## config.mk

```make
export PLATFORM = sky130hd
export DESIGN_NAME = rgb_rms_difference
export DESIGN_NICKNAME = d
export VERILOG_FILES = /design/src/rtl/rrd_pkg.sv /design/src/rtl/rrd_datapath.sv /design/src/rtl/rrd_controller.sv /design/src/rtl/rgb_rms_difference.sv
export SDC_FILE = /design/constraint.sdc
export NUM_CORES = 1
export LEC_CHECK = 0
export BUFFER_PORTS_ARGS = -buffer_cell sky130_fd_sc_hd__clkbuf_2
export CORE_AREA = 5 5 246 248
export CTS_CLUSTER_SIZE = 16
export DETAILED_ROUTE_END_ITERATION = 8
export DIE_AREA = 0 0 251 253
export GPL_ROUTABILITY_DRIVEN = 0
export HOLD_SLACK_MARGIN = 0.06
export PLACE_DENSITY = 0.61
export SYNTH_ARGS = -nofsm -noshare
export SYNTH_HDL_FRONTEND = slang
export SYNTH_SLANG_ARGS = --single-unit
```

## constraint.sdc

```tcl
create_clock -name clk_i -period 3 [get_ports clk_i]
set_clock_uncertainty 0.1 [all_clocks]
set_input_delay 0.6 -clock clk_i [delete_from_list [all_inputs] [get_ports clk_i]]
set_output_delay 0.6 -clock clk_i [all_outputs]
set_load 0.005 [all_outputs]
```

## src/rtl/rrd_pkg.sv

```systemverilog
// shared widths, constants and controller/datapath interface types
package rrd_pkg;

  // channel and count sizing
  localparam int ChanBits  = 8;
  localparam int CountBits = 22;
  localparam int CntW      = CountBits + 1;
  localparam int SqW       = 2 * ChanBits;
  localparam int TermW     = SqW + 2;
  localparam int SumW      = 40;
  localparam int FracBits  = 16;
  localparam int DivW      = SumW + FracBits;
  localparam int RootW     = DivW / 2;
  localparam int RemW      = RootW + 3;
  localparam int RmsW      = 17;
  localparam int StepW     = $clog2(DivW);

  // commands from the controller to the datapath
  typedef struct packed {
    logic load;
    logic div_step;
    logic sqrt_init;
    logic sqrt_step;
    logic emit;
  } ctl_cmd_t;

  // status from the datapath to the controller
  typedef struct packed {
    logic last_seen;
    logic out_busy;
  } ctl_sts_t;

endpackage

```

## src/rtl/rrd_datapath.sv

```systemverilog
// accumulation stages, shared divide/square-root registers and output register
module rrd_datapath (
  input  logic                              clk_i,
  input  logic                              rst_ni,
  input  logic                              in_accept_i,
  input  logic [rrd_pkg::ChanBits-1:0]      red_a_i,
  input  logic [rrd_pkg::ChanBits-1:0]      green_a_i,
  input  logic [rrd_pkg::ChanBits-1:0]      blue_a_i,
  input  logic                              invalid_a_i,
  input  logic [rrd_pkg::ChanBits-1:0]      red_b_i,
  input  logic [rrd_pkg::ChanBits-1:0]      green_b_i,
  input  logic [rrd_pkg::ChanBits-1:0]      blue_b_i,
  input  logic                              invalid_b_i,
  input  logic                              last_pixel_i,
  input  rrd_pkg::ctl_cmd_t                 cmd_i,
  output rrd_pkg::ctl_sts_t                 sts_o,
  output logic                              out_valid_o,
  input  logic                              out_stall_i,
  output logic [rrd_pkg::RmsW-1:0]          rms_value_o,
  output logic                              no_valid_pairs_o,
  output logic [rrd_pkg::CntW-1:0]          valid_pairs_o
);

  localparam int ChanBits = rrd_pkg::ChanBits;
  localparam int SqW      = rrd_pkg::SqW;
  localparam int TermW    = rrd_pkg::TermW;
  localparam int SumW     = rrd_pkg::SumW;
  localparam int CntW     = rrd_pkg::CntW;
  localparam int DivW     = rrd_pkg::DivW;
  localparam int RootW    = rrd_pkg::RootW;
  localparam int RemW     = rrd_pkg::RemW;
  localparam int RmsW     = rrd_pkg::RmsW;

  // absolute channel differences and squares
  logic [ChanBits-1:0] diff_r, diff_g, diff_b;
  logic [SqW-1:0]      sq_r, sq_g, sq_b;
  logic [TermW-1:0]    term;

  always_comb begin
    diff_r = (red_a_i >= red_b_i) ? red_a_i - red_b_i : red_b_i - red_a_i;
    diff_g = (green_a_i >= green_b_i) ? green_a_i - green_b_i : green_b_i - green_a_i;
    diff_b = (blue_a_i >= blue_b_i) ? blue_a_i - blue_b_i : blue_b_i - blue_a_i;
    sq_r   = SqW'(diff_r) * SqW'(diff_r);
    sq_g   = SqW'(diff_g) * SqW'(diff_g);
    sq_b   = SqW'(diff_b) * SqW'(diff_b);
    term   = TermW'(sq_r) + TermW'(sq_g) + TermW'(sq_b);
  end

  // first stage: registered pair term and flags
  logic             s1_valid_q;
  logic             s1_ok_q;
  logic             s1_last_q;
  logic [TermW-1:0] s1_term_q;

  always_ff @(posedge clk_i or negedge rst_ni) begin
    if (!rst_ni) begin
      s1_valid_q <= 1'b0;
    end else begin
      s1_valid_q <= in_accept_i;
    end
  end

  always_ff @(posedge clk_i) begin
    if (in_accept_i) begin
      s1_ok_q   <= ~(invalid_a_i | invalid_b_i);
      s1_last_q <= last_pixel_i;
      s1_term_q <= term;
    end
  end

  // second stage: saturating sum and capped pair count
  logic [SumW-1:0] sum_q, sum_d;
  logic [CntW-1:0] count_q, count_d;
  logic [SumW:0]   sum_add;

  always_comb begin
    sum_add = {1'b0, sum_q} + (SumW + 1)'(s1_term_q);
    sum_d   = sum_q;
    count_d = count_q;
    if (cmd_i.load) begin
      sum_d   = '0;
      count_d = '0;
    end else if (s1_valid_q && s1_ok_q && !count_q[CntW-1]) begin
      sum_d   = sum_add[SumW] ? {SumW{1'b1}} : sum_add[SumW-1:0];
      count_d = count_q + CntW'(1);
    end
  end

  always_ff @(posedge clk_i or negedge rst_ni) begin
    if (!rst_ni) begin
      sum_q   <= '0;
      count_q <= '0;
    end else begin
      sum_q   <= sum_d;
      count_q <= count_d;
    end
  end

  // shared divide and square-root registers
  logic [DivW-1:0]  wrk_q, wrk_d;
  logic [RemW-1:0]  rem_q, rem_d;
  logic [RootW-1:0] root_q, root_d;
  logic [CntW-1:0]  divisor_q;
  logic [CntW:0]    div_sh, div_diff;
  logic             div_ge;
  logic [RemW-1:0]  sq_sh, sq_trial, sq_diff;
  logic             sq_ge;

  always_comb begin
    div_sh   = {rem_q[CntW-1:0], wrk_q[DivW-1]};
    div_diff = div_sh - {1'b0, divisor_q};
    div_ge   = div_sh >= {1'b0, divisor_q};
    sq_sh    = {rem_q[RemW-3:0], wrk_q[DivW-1:DivW-2]};
    sq_trial = RemW'({root_q, 2'b01});
    sq_diff  = sq_sh - sq_trial;
    sq_ge    = sq_sh >= sq_trial;

    wrk_d  = wrk_q;
    rem_d  = rem_q;
    root_d = root_q;
    if (cmd_i.load) begin
      wrk_d = {sum_q, {rrd_pkg::FracBits{1'b0}}};
      rem_d = '0;
    end else if (cmd_i.div_step) begin
      wrk_d = {wrk_q[DivW-2:0], div_ge};
      rem_d = RemW'(div_ge ? div_diff[CntW-1:0] : div_sh[CntW-1:0]);
    end else if (cmd_i.sqrt_init) begin
      rem_d  = '0;
      root_d = '0;
    end else if (cmd_i.sqrt_step) begin
      wrk_d  = {wrk_q[DivW-3:0], 2'b00};
      rem_d  = sq_ge ? sq_diff : sq_sh;
      root_d = {root_q[RootW-2:0], sq_ge};
    end
  end

  always_ff @(posedge clk_i) begin
    wrk_q  <= wrk_d;
    rem_q  <= rem_d;
    root_q <= root_d;
    if (cmd_i.load) begin
      divisor_q <= count_q;
    end
  end

  // output register
  logic            out_valid_q;
  logic [RmsW-1:0] rms_q;
  logic            none_q;
  logic [CntW-1:0] pairs_q;
  logic            root_big;

  assign root_big = |root_q[RootW-1:RmsW];

  always_ff @(posedge clk_i or negedge rst_ni) begin
    if (!rst_ni) begin
      out_valid_q <= 1'b0;
    end else if (cmd_i.emit) begin
      out_valid_q <= 1'b1;
    end else if (!out_stall_i) begin
      out_valid_q <= 1'b0;
    end
  end

  always_ff @(posedge clk_i) begin
    if (cmd_i.emit) begin
      if (divisor_q == '0) begin
        rms_q   <= '0;
        none_q  <= 1'b1;
        pairs_q <= '0;
      end else begin
        rms_q   <= root_big ? {RmsW{1'b1}} : root_q[RmsW-1:0];
        none_q  <= 1'b0;
        pairs_q <= divisor_q;
      end
    end
  end

  assign sts_o.last_seen = s1_valid_q & s1_last_q;
  assign sts_o.out_busy  = out_valid_q;
  assign out_valid_o      = out_valid_q;
  assign rms_value_o      = rms_q;
  assign no_valid_pairs_o = none_q;
  assign valid_pairs_o    = pairs_q;

endmodule

```

## src/rtl/rrd_controller.sv

```systemverilog
// end-of-image sequencer for the divide and square-root passes
module rrd_controller (
  input  logic              clk_i,
  input  logic              rst_ni,
  input  rrd_pkg::ctl_sts_t sts_i,
  output rrd_pkg::ctl_cmd_t cmd_o,
  output logic              in_stall_o
);

  localparam int StepW = rrd_pkg::StepW;

  typedef enum logic [2:0] {
    StIdle,
    StLoad,
    StDiv,
    StPrep,
    StSqrt,
    StDone
  } state_e;

  state_e           state_q;
  logic [StepW-1:0] step_q;

  // state and step counter
  always_ff @(posedge clk_i or negedge rst_ni) begin
    if (!rst_ni) begin
      state_q <= StIdle;
      step_q  <= '0;
    end else begin
      unique case (state_q)
        StIdle: begin
          if (sts_i.last_seen) begin
            state_q <= StLoad;
          end
        end
        StLoad: begin
          state_q <= StDiv;
          step_q  <= StepW'(rrd_pkg::DivW - 1);
        end
        StDiv: begin
          if (step_q == '0) begin
            state_q <= StPrep;
          end else begin
            step_q <= step_q - StepW'(1);
          end
        end
        StPrep: begin
          state_q <= StSqrt;
          step_q  <= StepW'(rrd_pkg::RootW - 1);
        end
        StSqrt: begin
          if (step_q == '0) begin
            state_q <= StDone;
          end else begin
            step_q <= step_q - StepW'(1);
          end
        end
        StDone: begin
          if (!sts_i.out_busy) begin
            state_q <= StIdle;
          end
        end
        default: state_q <= StIdle;
      endcase
    end
  end

  // command decode
  always_comb begin
    cmd_o           = '0;
    cmd_o.load      = state_q == StLoad;
    cmd_o.div_step  = state_q == StDiv;
    cmd_o.sqrt_init = state_q == StPrep;
    cmd_o.sqrt_step = state_q == StSqrt;
    cmd_o.emit      = (state_q == StDone) && !sts_i.out_busy;
  end

  // hold off requests from the last pair until the result is handed over
  assign in_stall_o = (state_q != StIdle) || sts_i.last_seen;

endmodule

```

## src/rtl/rgb_rms_difference.sv

```systemverilog
// top level of the rgb root-mean-square difference block
//
// Input channel: one request per pixel pair (two RGB pixels, their invalid
// marks and the last_pixel flag), taken when in_valid_i is high and
// in_stall_o is low. Pairs with neither pixel invalid add their summed
// squared channel differences to a running sum and bump the pair count.
// Pairs are taken one per cycle while an image streams in.
// After the pair marked last_pixel is taken, in_stall_o stays high while a
// bit-serial divider (56 quotient bits, one per cycle) and an integer
// square root (28 root bits, one per cycle) run; the result request then
// appears on the output channel.
// Output channel: rms_value_o (Q9.8), no_valid_pairs_o and valid_pairs_o,
// held in an output register and taken when out_valid_o is high and
// out_stall_i is low. While the receiver stalls, the payload holds and the
// next image may stream in; a following result waits in the sequencer
// until the output register frees up.
// Reset clears the running sum, the count, the sequencer and both valid
// flags.
module rgb_rms_difference (
  input  logic                         clk_i,
  input  logic                         rst_ni,
  input  logic                         in_valid_i,
  output logic                         in_stall_o,
  input  logic [rrd_pkg::ChanBits-1:0] red_a_i,
  input  logic [rrd_pkg::ChanBits-1:0] green_a_i,
  input  logic [rrd_pkg::ChanBits-1:0] blue_a_i,
  input  logic                         invalid_a_i,
  input  logic [rrd_pkg::ChanBits-1:0] red_b_i,
  input  logic [rrd_pkg::ChanBits-1:0] green_b_i,
  input  logic [rrd_pkg::ChanBits-1:0] blue_b_i,
  input  logic                         invalid_b_i,
  input  logic                         last_pixel_i,
  output logic                         out_valid_o,
  input  logic                         out_stall_i,
  output logic [rrd_pkg::RmsW-1:0]     rms_value_o,
  output logic                         no_valid_pairs_o,
  output logic [rrd_pkg::CntW-1:0]     valid_pairs_o
);

  rrd_pkg::ctl_cmd_t cmd;
  rrd_pkg::ctl_sts_t sts;
  logic              in_accept;

  assign in_accept = in_valid_i & ~in_stall_o;

  // sequencer
  rrd_controller u_ctrl (
    .clk_i      (clk_i),
    .rst_ni     (rst_ni),
    .sts_i      (sts),
    .cmd_o      (cmd),
    .in_stall_o (in_stall_o)
  );

  // arithmetic
  rrd_datapath u_dp (
    .clk_i            (clk_i),
    .rst_ni           (rst_ni),
    .in_accept_i      (in_accept),
    .red_a_i          (red_a_i),
    .green_a_i        (green_a_i),
    .blue_a_i         (blue_a_i),
    .invalid_a_i      (invalid_a_i),
    .red_b_i          (red_b_i),
    .green_b_i        (green_b_i),
    .blue_b_i         (blue_b_i),
    .invalid_b_i      (invalid_b_i),
    .last_pixel_i     (last_pixel_i),
    .cmd_i            (cmd),
    .sts_o            (sts),
    .out_valid_o      (out_valid_o),
    .out_stall_i      (out_stall_i),
    .rms_value_o      (rms_value_o),
    .no_valid_pairs_o (no_valid_pairs_o),
    .valid_pairs_o    (valid_pairs_o)
  );

endmodule
```

* Word-level counts from Yosys, hierarchy flattened
Index checks and enable logic that the tools add are counted. W data, S select, Z words.
Word-level totals: word-level logic and storage cells 110, input bits 55, bits in registers 271
Cells by class: add/subtract/negate cells 13, mux-type cells 29, multiply operators 3, eq/ne operators 13, reduce and logical (&&, ||, !) cells 23, order comparisons 5, bitwise logic cells 7
Operators with widths (count):
- $mux W56 | 4
- $mux W40 | 3
- $mux W29 | 4
- $mux W23 | 3
- $mul A8 B8 Y16 | 3
- $sub A8 B8 Y8 | 6
- $add A40 B18 Y41 | 1
- $ge A31 B30 Y1 | 1
- $sub A29 B29 Y29 | 1
- $mux W28 | 1
- $ge A24 B23 Y1 | 1
- $ge A8 B8 Y1 | 3
- $mux W8 | 3
- $add A23 B1 Y23 const B | 1
- $logic_not A23 Y1 | 1
- $sub A23 B23 Y23 | 1
- $add A18 B16 Y18 | 1
- $pmux W3 S6 | 1
- $pmux W6 S3 | 1
- $add A16 B16 Y17 | 1
- $mux W17 | 1
- $mux W3 | 4
- $reduce_bool A3 Y1 | 4
- $reduce_or A11 Y1 | 1
- 22 further kinds | 42

* Logic depth before layout (Yosys ltp)
word-level depth 5, mapped depth 44, mapped depth without buffers 44

* Cells and area by module
Synthesis repeated with hierarchy kept, for this count alone.
Unflattened totals: cells, all modules 2493, area, all modules 22898.2 um^2
By module, submodules not included:
- rrd_datapath | area an instance 22235.1 um^2, cells an instance 2420, times used 1
- rrd_controller | area an instance 649.4 um^2, cells an instance 72, times used 1
- rgb_rms_difference | area an instance 13.8 um^2, cells an instance 1, times used 1

* Least setup slack after synthesis
OpenSTA, ideal clock, no wires.
kind in2reg, start point in red_a_i[0] (netlist name), end point reg u_dp.s1_term_q[17], data pin, data required time 2.642 ns, path slack -7.609 ns, stages on the path 41, setup time 0.258 ns, arrival time 10.252 ns, cells stage by stage inv_1 > ha_1 > inv_1 > fa_1 > a21o_1 > a21oi_2 > a21oi_1 > o211ai_1 > nand2_2 > mux2i_1 > xor2_1 > inv_1 > fa_1 > inv_1 > fa_1 > fa_1 > inv_1 > fa_1 > [5 not listed] > inv_1 > o21ai_0 > xnor2_1 > fa_1 > fa_1 > inv_1 > fa_1 > inv_1 > fa_1 > inv_1 > ha_1 > a21boi_0 > o21ai_0 > a211oi_1 > nor3_1 > o41ai_1 > a21oi_1 > xnor2_1
Between the ends: word-level cells in the longest chain between the ends 5
Ends and longest elaborated chain:
- start: declaration | line rgb_rms_difference.sv:24 | input logic [rrd_pkg::ChanBits-1:0] red_a_i,
- $sub A8 B8 Y8 / $ge A8 B8 Y1 (equally long branches) | line rrd_datapath.sv:40 | diff_r = (red_a_i >= red_b_i) ? red_a_i - red_b_i : red_b_i - red_a_i;
- $mux W8 * | line rrd_datapath.sv:40
- $mul A8 B8 Y16 * | line rrd_datapath.sv:43 | sq_r = SqW'(diff_r) * SqW'(diff_r);
- $add A16 B16 Y17 * | line rrd_datapath.sv:46 | term = TermW'(sq_r) + TermW'(sq_g) + TermW'(sq_b);
- $add A18 B16 Y18 * | line rrd_datapath.sv:46
- via u_dp.term[17] | line rrd_datapath.sv:37 | logic [TermW-1:0] term;
- end signal: assignment | line rrd_datapath.sv:67 | s1_term_q <= term;
- end: declaration | line rrd_datapath.sv:53 | logic [TermW-1:0] s1_term_q;
Mark *: on every way through the listed nets, which the timed path passes. The rest lies on a longest branch. A chain may end at the register's enable or synchronous reset.

* Final worst setup path
start point in red_a_i[0] (netlist name), end point reg u_dp.s1_term_q[15], data pin
Same word-level chain as after synthesis.

==> impl_metrics.yaml <==
outcome:
  outcome: "finished with violations"
  violations: "setup timing"
global_route:
  grt_pass1_wl_microns: 93400
  grt_antenna_before_repair: 0
  grt_usage: 0.172
  first_global_vias: 19400
  grt_max_degree: 108
  grt_overflow: 0
critical_path:
  slowest_stage: "fa_1"
  worstSetupStartpointType: "input pin"
  max_stage_delay_ps: 540
  cp.arrival_ps: 9830
  r2r_slack_ps: 40
  cp_max_fo: 7
  cp-end-kind: "flip-flop"
  critPathRequiredTime_ps: 3220
  cp_common_cell: "fa_1"
  crit_type: "input pin to flip-flop"
clocking:
  worstSkewPairLatency_ps: 580
  numCtsBuffers: 29
  cts.path.max_buffers: 3
  h-tree-depth: 1
  cts_sinks: 271
  cts.clk_slew.worst_paths_ps: 60
  cts_tree: "done"
  ctsHoldBuffers: 0
  ctsRootBufferMaster: "clkbuf_16"
run:
  max-cap-violations: 0
placement:
  port-buffer-count: 97
  dp_hpwl_microns: 44100
  place_ws_ps: -7440
layout:
  nFillCells: 5406
  nets: 3258
  area_growth_pct: 26.0
  antenna_cells: 0
  drive_above_1_share: 0.254
logic_synthesis:
  async_reset_ff_frac: 0.273
  synth-edff-count: 152
  ys.flop_type: "edfxtp_1"
  synth_cell_types: 94
  syn_area_per_cell_sq_um: 9.14
  syn_inst: 2500
  synth_seq_cells: 271
  syn-num-nets: 2895
  synth_warnings: 0
  seq_area_frac_synth: 0.320
  synthesis.area_sq_mm: 0.0229
sta:
  hold_ws_ps: 92.0
  fin_ws_ps: -6610
  tightest_slew_ps: 1010
  period_needed_ps: 9610
  hold_violations: 0
  setup_violations: 16
  max_freq_ghz: 0.104
  grt_setup_unrepaired: "true"
  slew_headroom: 0.330
  drv_slew: 0
  post-route-period-util: 3.20
drt:
  vias: 19000
  wl_per_cell_microns: 15.5
  via_per_inst: 5.18
  wl_microns: 56600
  antenna_left: 0
  first_pass_iters: 5
  drtIter0Drc: 716
  drc_errors: 0
floorplanning:
  start_util: 0.392
  io_pins: 98
  die-area_sq_mm: 0.0635
  die_x_microns: 251
  placementRows: 89
  die_h_microns: 253
  core_sq_mm: 0.0582
min_path:
  hp-class: "input pin to asynchronous set/reset pin"
## area by class of cell
class | instances | area [sq um] | share of cell area
clock buffers | 42 | 856 | 0.0297
clock inverters | 12 | 178 | 0.00617
inverters | 345 | 1320 | 0.0460
multi-input cells | 1778 | 14900 | 0.517
flip-flops and latches | 271 | 7320 | 0.254
well taps | 773 | 967 | 0.0336
repair buffers | 438 | 3260 | 0.113
## worst max-delay path: cells and delay by family
family | cells | cell delay, ps
xor+xnor | 3 | 470
simple gates | 4 | 680
mux | 1 | 210
compound gates | 8 | 1240
fa+ha+maj | 14 | 5880
buf+inv | 11 | 720
## cell families after synthesis
| group | synth area share |
|---|---|
| DFF | 0.320 |
| muxes | 0.0185 |
| adders and majority gates | 0.228 |
| AOI/OAI and AO/OA | 0.168 |
| and+or+nand+nor | 0.136 |
| xor gates and xnor gates | 0.0538 |
| buffers and inverters | 0.0757 |
## state kept, by name, summed over array words and instances (netlist names)
name,flops
u_dp.no_valid_pairs_o,1
u_dp.count_q,23
u_dp.sum_q,40
u_dp.root_q,28
u_dp.valid_pairs_o,23
u_dp.wrk_q,56
u_ctrl.step_q,6
u_dp.s1_ok_q,1
u_dp.rem_q,29
u_dp.s1_term_q,18
u_dp.rms_value_o,17
u_dp.s1_last_q,1
u_dp.out_valid_o,1
u_dp.s1_valid_q,1
u_ctrl.state_q,3
u_dp.divisor_q,23
## through the flow
| step | utilization | setup TNS, ps | instance area (sq um) | instances |
|---|---|---|---|---|
| global route | 0.495 | -98200 | 28800 | 3659 |
| CTS | 0.480 | -91860 | 28000 | 3623 |
| detailed placement | 0.455 | -102980 | 26500 | 3555 |
| finish | 0.495 | -91760 | 28800 | 3659 |
| floorplan | - | -93920 | 23200 | 2500 |
| global placement | 0.455 | -101190 | 26500 | 3555 |
## synthesized netlist by cell type, drive strengths merged, types with 42 or more instances
library cell	instances	share of area
o21ai	115	0.026
a21oi	170	0.039
ha	213	0.12
dfrtp	74	0.081
edfxtp	152	0.20
xnor2	83	0.033
dfxtp	45	0.039
inv	343	0.056
nand2	194	0.032
xor2	54	0.021
fa	127	0.11
a22oi	47	0.015
clkbuf	84	0.014
nor2	229	0.038
nor3	49	0.011
a21o	42	0.014
## layout by cell type (no fill, tap or decap), drive strengths merged, types with 74 or more instances in the layout
cell      n
ha      213
dfrtp    74
xnor2    83
buf     339
nand2   194
nor2    229
clkbuf  141
fa      127
inv     344
edfxtp  152
o21ai   115
a21oi   170
## metal layers
metal,part of all wire,global-route usage,vias to the layer above
li1,-,-,9325
met1,0.41,0.205,9189
met2,0.53,0.326,331
met3,0.029,0.0162,110
met4,0.029,0.0527,0
met5,0,0,-
## final timing paths
path | cells after the start | end | startpoint
hold reg to reg | 2 | u_dp.wrk_q[0]$_SDFFE_PP0P_ | u_dp.wrk_q[0]$_SDFFE_PP0P_
max in group asynchronous | 1 | u_dp.sum_q[1]$_DFFE_PN0P_ | rst_ni
hold / removal | 1 | u_dp.sum_q[26]$_DFFE_PN0P_ | rst_ni
setup reg to reg | 13 | u_dp.rem_q[7]$_SDFFE_PP0P_ | u_dp.root_q[0]$_SDFFCE_PN0P_
min in group clk_i | 1 | u_dp.s1_last_q$_DFFE_PP_ | last_pixel_i
setup / recovery | 41 | u_dp.s1_term_q[15]$_DFFE_PP_ | red_a_i[0]
## repair_timing
action                     in CTS  in global routing
setup endpoints to repair      30                 80
pin swaps                      62                 92
cloned                          0                  3
hold endpoints to repair        0                  0
gates resized for setup        64                134
setup buffers                  16                 33
Power is not shown: default switching activity piles up to over one toggle a cycle in this logic, so the estimate is an artifact.
